[src/design/eeprom_tlv_record_parser_defines.svh]
// shared assertion macros for the record parser
`ifndef EEPROM_TLV_RECORD_PARSER_DEFINES_SVH
`define EEPROM_TLV_RECORD_PARSER_DEFINES_SVH

// same-cycle implication, disabled during reset
`define EETLV_ASSERT_NOW(label, clk, rst_n, ante, cons, msg) \
    label: assert property (@(posedge clk) disable iff (!rst_n) (ante) |-> (cons)) \
        else $error(msg);

// next-cycle implication, disabled during reset
`define EETLV_ASSERT_NEXT(label, clk, rst_n, ante, cons, msg) \
    label: assert property (@(posedge clk) disable iff (!rst_n) (ante) |=> (cons)) \
        else $error(msg);

`endif

[src/design/eetlv_pkg.sv]
package eetlv_pkg;

    // parser phases
    localparam logic [2:0] PH_M0   = 3'd0;
    localparam logic [2:0] PH_M1   = 3'd1;
    localparam logic [2:0] PH_M2   = 3'd2;
    localparam logic [2:0] PH_CODE = 3'd3;
    localparam logic [2:0] PH_LEN  = 3'd4;
    localparam logic [2:0] PH_PAY  = 3'd5;
    localparam logic [2:0] PH_DONE = 3'd6;

    // result kinds
    localparam logic [2:0] K_TEXT = 3'd0;
    localparam logic [2:0] K_MAC  = 3'd1;
    localparam logic [2:0] K_DATE = 3'd2;
    localparam logic [2:0] K_WORD = 3'd3;
    localparam logic [2:0] K_CRC  = 3'd4;
    localparam logic [2:0] K_BAD  = 3'd5;
    localparam logic [2:0] K_END  = 3'd6;

    // image magic
    localparam logic [7:0] MAGIC_0 = 8'hFF;
    localparam logic [7:0] MAGIC_1 = 8'h01;
    localparam logic [7:0] MAGIC_2 = 8'hE0;

    // record codes
    localparam logic [7:0] CODE_CRC    = 8'h00;
    localparam logic [7:0] CODE_TEXT_1 = 8'h01;
    localparam logic [7:0] CODE_TEXT_2 = 8'h02;
    localparam logic [7:0] CODE_TEXT_3 = 8'h03;
    localparam logic [7:0] CODE_MAC    = 8'h04;
    localparam logic [7:0] CODE_DATE   = 8'h05;
    localparam logic [7:0] CODE_WORD_6 = 8'h06;
    localparam logic [7:0] CODE_WORD_7 = 8'h07;
    localparam logic [7:0] CODE_TEXT_8 = 8'h08;
    localparam logic [7:0] CODE_TEXT_9 = 8'h09;
    localparam logic [7:0] CODE_WORD_A = 8'h0A;

    // payload limits
    localparam logic [7:0] MAC_BYTES     = 8'd6;
    localparam logic [7:0] DATE_BYTES    = 8'd4;
    localparam logic [7:0] WORD_LAST_POS = 8'd3;

    typedef struct packed {
        logic [2:0]  kind;
        logic [7:0]  record_code;
        logic [7:0]  byte_offset;
        logic [31:0] value;
        logic        final_res;
    } t_result;

endpackage

[src/design/eeprom_tlv_record_parser.sv]
// Board-information EEPROM record parser. Takes the image one byte per beat, checks the
// magic FF 01 E0 and then walks code/length/payload records, giving at most one result
// beat per input byte: tagged text, MAC and date bytes, a 32-bit big-endian word for codes
// 6, 7 and 10, the 16-bit CRC (which ends parsing), bad magic and end-of-image. An input
// beat is taken every cycle while the skid register is empty; all per-byte work is one
// combinational pass from the state registers into the output register. A skid register
// behind the output register absorbs one result while the sink stalls, and o_stall
// rises only while that skid register is full. i_image_end rearms the parser.
`include "eeprom_tlv_record_parser_defines.svh"

module eeprom_tlv_record_parser
    import eetlv_pkg::*;
(
    input  logic        i_clk,
    input  logic        i_rst_n,
    input  logic        i_valid,
    output logic        o_stall,
    input  logic [7:0]  i_image_byte,
    input  logic        i_image_end,
    output logic        o_valid,
    input  logic        i_stall,
    output logic [2:0]  o_kind,
    output logic [7:0]  o_record_code,
    output logic [7:0]  o_byte_offset,
    output logic [31:0] o_value,
    output logic        o_final_res
);

    logic [2:0]  r_phase, n_phase;
    logic [7:0]  r_code, n_code;
    logic [7:0]  r_left, n_left;
    logic [7:0]  r_pos, n_pos;
    logic [23:0] r_accum, n_accum;

    logic        r_out_valid, n_out_valid;
    logic        r_skd_valid, n_skd_valid;
    t_result     r_out, r_skd;

    t_result     res;
    logic        res_valid;
    logic        res_fin;
    logic        in_acc;
    logic        out_take;
    logic        load_out_res;
    logic        load_out_skd;
    logic        load_skd;
    logic [7:0]  magic_exp;
    logic [7:0]  left_dec;

    assign in_acc   = i_valid && !r_skd_valid;
    assign out_take = r_out_valid && !i_stall;
    assign left_dec = r_left - 8'd1;

    always_comb begin
        unique case (r_phase)
            PH_M0:   magic_exp = MAGIC_0;
            PH_M1:   magic_exp = MAGIC_1;
            default: magic_exp = MAGIC_2;
        endcase
    end

    // per-byte parse step
    always_comb begin
        n_phase   = r_phase;
        n_code    = r_code;
        n_left    = r_left;
        n_pos     = r_pos;
        n_accum   = r_accum;
        res       = '0;
        res_valid = 1'b0;
        res_fin   = 1'b0;

        unique case (r_phase)
            PH_M0, PH_M1, PH_M2: begin
                if (i_image_byte != magic_exp) begin
                    res.kind      = K_BAD;
                    res.final_res = 1'b1;
                    res_valid     = 1'b1;
                    res_fin       = 1'b1;
                    n_phase       = PH_DONE;
                end else if (i_image_end && r_phase != PH_M2) begin
                    res.kind      = K_BAD;
                    res.final_res = 1'b1;
                    res_valid     = 1'b1;
                    res_fin       = 1'b1;
                end else begin
                    n_phase = r_phase + 3'd1;
                end
            end
            PH_CODE: begin
                n_code  = i_image_byte;
                n_phase = PH_LEN;
            end
            PH_LEN: begin
                if (i_image_byte == 8'd0) begin
                    res.kind        = K_END;
                    res.record_code = r_code;
                    res.final_res   = 1'b1;
                    res_valid       = 1'b1;
                    res_fin         = 1'b1;
                    n_phase         = PH_DONE;
                end else begin
                    n_left  = i_image_byte;
                    n_pos   = 8'd0;
                    n_accum = '0;
                    n_phase = PH_PAY;
                end
            end
            PH_PAY: begin
                res.record_code = r_code;
                res.byte_offset = r_pos;
                res.value       = {24'd0, i_image_byte};
                unique case (r_code)
                    CODE_TEXT_1, CODE_TEXT_2, CODE_TEXT_3, CODE_TEXT_8, CODE_TEXT_9: begin
                        res.kind  = K_TEXT;
                        res_valid = 1'b1;
                    end
                    CODE_MAC: begin
                        res.kind  = K_MAC;
                        res_valid = (r_pos < MAC_BYTES);
                    end
                    CODE_DATE: begin
                        res.kind  = K_DATE;
                        res_valid = (r_pos < DATE_BYTES);
                    end
                    CODE_WORD_6, CODE_WORD_7, CODE_WORD_A: begin
                        res.kind  = K_WORD;
                        res.value = {r_accum, i_image_byte};
                        if (r_pos < WORD_LAST_POS) begin
                            n_accum = {r_accum[15:0], i_image_byte};
                        end else if (r_pos == WORD_LAST_POS) begin
                            res_valid = 1'b1;
                        end
                    end
                    CODE_CRC: begin
                        res.kind      = K_CRC;
                        res.final_res = 1'b1;
                        if (r_pos == 8'd0 && r_left > 8'd1) begin
                            n_accum = {16'd0, i_image_byte};
                        end else if (r_pos == 8'd0) begin
                            res.value = {16'd0, i_image_byte, 8'd0};
                            res_valid = 1'b1;
                            res_fin   = 1'b1;
                        end else begin
                            res.value = {16'd0, r_accum[7:0], i_image_byte};
                            res_valid = 1'b1;
                            res_fin   = 1'b1;
                        end
                    end
                    default: begin
                    end
                endcase
                if (res_fin) begin
                    n_phase = PH_DONE;
                end else begin
                    n_left = left_dec;
                    n_pos  = r_pos + 8'd1;
                    if (left_dec == 8'd0) begin
                        n_phase = PH_CODE;
                    end
                end
            end
            default: begin
                res_fin = 1'b1;
            end
        endcase

        if (i_image_end) begin
            if (res_valid) begin
                res.final_res = 1'b1;
            end else if (!res_fin) begin
                res             = '0;
                res.kind        = K_END;
                res.record_code = n_code;
                res.final_res   = 1'b1;
                res_valid       = 1'b1;
            end
            n_phase = PH_M0;
            n_code  = '0;
            n_left  = '0;
            n_pos   = '0;
            n_accum = '0;
        end
    end

    // output register with skid stage
    always_comb begin
        load_out_res = 1'b0;
        load_out_skd = 1'b0;
        load_skd     = 1'b0;
        n_out_valid  = r_out_valid;
        n_skd_valid  = r_skd_valid;
        if (!r_out_valid || out_take) begin
            if (r_skd_valid) begin
                load_out_skd = 1'b1;
                n_out_valid  = 1'b1;
                n_skd_valid  = 1'b0;
            end else begin
                load_out_res = in_acc && res_valid;
                n_out_valid  = in_acc && res_valid;
            end
        end else if (in_acc && res_valid) begin
            load_skd    = 1'b1;
            n_skd_valid = 1'b1;
        end
    end

    always_ff @(posedge i_clk) begin
        if (!i_rst_n) begin
            r_phase     <= PH_M0;
            r_code      <= '0;
            r_left      <= '0;
            r_pos       <= '0;
            r_accum     <= '0;
            r_out_valid <= 1'b0;
            r_skd_valid <= 1'b0;
        end else begin
            if (in_acc) begin
                r_phase <= n_phase;
                r_code  <= n_code;
                r_left  <= n_left;
                r_pos   <= n_pos;
                r_accum <= n_accum;
            end
            r_out_valid <= n_out_valid;
            r_skd_valid <= n_skd_valid;
        end
    end

    always_ff @(posedge i_clk) begin
        if (load_out_skd) begin
            r_out <= r_skd;
        end else if (load_out_res) begin
            r_out <= res;
        end
        if (load_skd) begin
            r_skd <= res;
        end
    end

    assign o_stall       = r_skd_valid;
    assign o_valid       = r_out_valid;
    assign o_kind        = r_out.kind;
    assign o_record_code = r_out.record_code;
    assign o_byte_offset = r_out.byte_offset;
    assign o_value       = r_out.value;
    assign o_final_res   = r_out.final_res;

    `EETLV_ASSERT_NOW(a_skid_behind_out, i_clk, i_rst_n, r_skd_valid, r_out_valid, "skid full while output register empty")
    `EETLV_ASSERT_NEXT(a_end_rearms, i_clk, i_rst_n, in_acc && i_image_end, r_phase == PH_M0, "image end did not rearm parser")
    `EETLV_ASSERT_NOW(a_done_silent, i_clk, i_rst_n, in_acc && r_phase == PH_DONE, !res_valid, "result produced after parsing stopped")

endmodule
[config.mk]
export PLATFORM = sky130hd
export DESIGN_NAME = eeprom_tlv_record_parser
export DESIGN_NICKNAME = d
export VERILOG_FILES = /design/src/design/eetlv_pkg.sv /design/src/design/eeprom_tlv_record_parser.sv
export VERILOG_INCLUDE_DIRS = /design/src /design/src/design
export SDC_FILE = /design/constraint.sdc
export NUM_CORES = 1
export LEC_CHECK = 0
export ABC_AREA = 1
export CAP_MARGIN = 20
export CORE_ASPECT_RATIO = 0.9
export CORE_MARGIN = 4
export CORE_UTILIZATION = 30
export DETAILED_ROUTE_END_ITERATION = 10
export DONT_BUFFER_PORTS = 1
export HOLD_SLACK_MARGIN = 0.06
export PLACE_DENSITY = 0.56
export SLEW_MARGIN = 15
export SYNTH_ARGS = -nofsm -noshare
export SYNTH_HDL_FRONTEND = slang
export SYNTH_SLANG_ARGS = --single-unit
[constraint.sdc]
create_clock -name i_clk -period 16.4 [get_ports i_clk]
set_input_delay 4.1 -clock i_clk [delete_from_list [all_inputs] [get_ports i_clk]]
set_output_delay 4.1 -clock i_clk [all_outputs]
set_load 0.1 [all_outputs]
==> impl_metrics.ini <==
[sta]
setup_viol_count_final = 0
clock_skew_ns = 0.00972
tightest_slew_ns = 1.02
hold_slack_ns = 0.461
fin_tns_setup_ns = 0
timing.fmax_mhz = 158
fin_crit_ns = 6.34
drv_slew = 0
rsz0062_at_grt = false
relSlewSlack_pct = 32.1
period_share_pct = 38.7
final-hold-violation-count = 0

[floorplan]
die_y_um = 163
dieWidth_um = 180
initial_core_util_pct = 30.5
die_area_mm2 = 0.0293
ios = 67
coreArea_mm2 = 0.0261
fp-row-count = 56

[synthesis]
synth_area_mm2 = 0.00798
ys_seq_area_share_pct = 52.5
synth_flop_cell = edfxtp_1
synthArstFlopShare_pct = 0
synth_warnings = 0
synth_top_area_cell = edfxtp_1
syn_nets = 958
synth_top_area_share_pct = 39.2
synth_seq_cells = 157
synth_edf_count = 104
postSynthAreaPerCell_um2 = 8.53
ys_types = 40
synth.area.top_cells = edfxtp_1, dfxtp_1, nand2_1, inv_1, a21oi_1
netlist_instances = 935

[cts]
htreeDepth = 4
cts_tree = done
cts_resized = 0
worstSkewPairLatency_ns = 0.43
cts_sinks = 157
cts-hold-fix-buffers = 0
numCtsBuffers = 17
cts_max_path_buffers = 2
cts-root-buf = clkbuf_16
path_clk_slew_ns = 0.06
cts_setup_buffers = 0

[cells_and_area]
mostFrequentLayoutCell = nand2_1
n_antenna_cell = 0
layout-area-overhead-vs-synth_pct = 10.3
layout_common_cells = nand2_1, inv_1, edfxtp_1
stdcell_count = 1276
drive_gt1_share_pct = 9.16
nNetsFinal = 938

[critical_path]
crit_arrival_ns = 6.64
critPathKind = in -> reg
worstSetupStartpointType = input port
crit_required_ns = 16.70
endpoint_kind = flip-flop
path_max_fanout = 30

[global_routing]
overflow = 0
grt_pass1_vias = 5928
grt_pass1_wl_mm = 32.8
grt_max_degree = 65
antenna_found_initial = 0
track_usage_pct = 13.9

[drt]
vias = 6080
post-route-drc-count = 0
post_drt_wl_per_cell_um = 15.7
ant_nets = 0
dr.pass1.iters = 5
vias_per_cell = 4.76
drt-total-wl_mm = 20.0
drt_iter0_markers = 715

[placement]
hpwl_mm = 13.4
dp.cells = 1244
port_buffers = 0
place.gp.congestion = 0.822

[pwr]
ir_drop_mv = 0.0714
power-per-cell-area_mw_per_mm2 = 118
leakage_nw = 3.44

[worst_hold_path]
hold_path.class = reg -> reg

[status]
status = finished clean

[job]
max_cap_viol_count = 0
per-layer routing:
metal	global-route usage [%]	vias to the layer above	routed length [um]
li1	-	3070	-
met1	19.1	2866	9520
met2	22.2	131	9300
met3	3.51	13	1030
met4	3.53	0	200
met5	0	-	0
Yosys cell counts, types with 8 or more instances:
cell type and n:
nand4_1 8, nand3b_1 8, nand2_1 181, a21oi_1 88, nand3_1 78, nor2_1 88
nor3_1 22, clkbuf_1 26, nand3_2 19, edfxtp_1 104, and2_1 8, nor4_1 8
o21ai_0 24, o22ai_1 9, ha_1 10, inv_1 118, o21ai_1 15, dfxtp_1 53
kinds of logic after synthesis:
| family | Yosys count | share of synthesized area, % |
|---|---|---|
| DFF | 157 | 52.5 |
| buffers and inverters | 173 | 9.02 |
| adders and majority gates | 10 | 1.57 |
| and+or+nand+nor | 436 | 25.9 |
| AOI/OAI and AO/OA | 151 | 10.2 |
| xor gates and xnor gates | 8 | 0.879 |
power by group:
group | leakage, nW | switching, W | total (W) | internal [W]
Sequential | 1.38 | 0.000131 | 0.000581 | 0.000451
Combinational | 1.80 | 0.0000652 | 0.0000872 | 0.0000221
Clock | 0.260 | 0.000176 | 0.000372 | 0.000196
Total | 3.44 | 0.000372 | 0.00104 | 0.000668
path summary, 6_finish.rpt:
path / from / to / slack (ns) / cells after the start
min: r_accum[0] / r_accum[0] / 0.46 / 2
min reg2reg: r_accum[0] / r_accum[0] / 0.46 / 2
max: i_valid / r_accum[19] / 10.06 / 7
max reg2reg: r_phase[1] / r_accum[19] / 12.67 / 11
registers in the layout (all words and copies together) (netlist names):
register / cells
r_phase: 3
r_accum: 24
o_final_res: 1
o_stall: 1
o_record_code: 8
o_valid: 1
r_left: 8
o_byte_offset: 8
o_kind: 3
r_skd: 52
o_value: 32
r_code: 8
r_pos: 8
cell type report:
class | instances | area [um2]
Timing Repair Buffer | 7 | 52.6
Multi-Input combinational cell | 605 | 3100
Clock inverter | 15 | 114
Sequential cell | 157 | 4180
Clock buffer | 17 | 425
Fill cell | 2716 | 17300
Inverter | 127 | 479
Tap cell | 348 | 435
through the flow:
step           util [%]  total power [W]  setup WS [ns]  instance area [um2]
2_1_floorplan         -         0.000659           7.01                 7980
3_3_place_gp       31.6         0.000677           9.69                 8250
3_5_place_dp       31.6         0.000679           9.63                 8250
4_1_cts            33.6          0.00105          10.09                 8790
5_1_grt            33.6          0.00108           9.74                 8790
6_report           33.6          0.00104          10.06                 8790
critical path, cell delays in order:
cell and delay (ns):
nand2_1 0.21, inv_1 0.24, nand4_2 0.53, inv_2 0.62, nand2_1 0.62, nand2_1 0.22
a21oi_1 0.08
No activity file was read; power rests on OpenSTA's default activity.
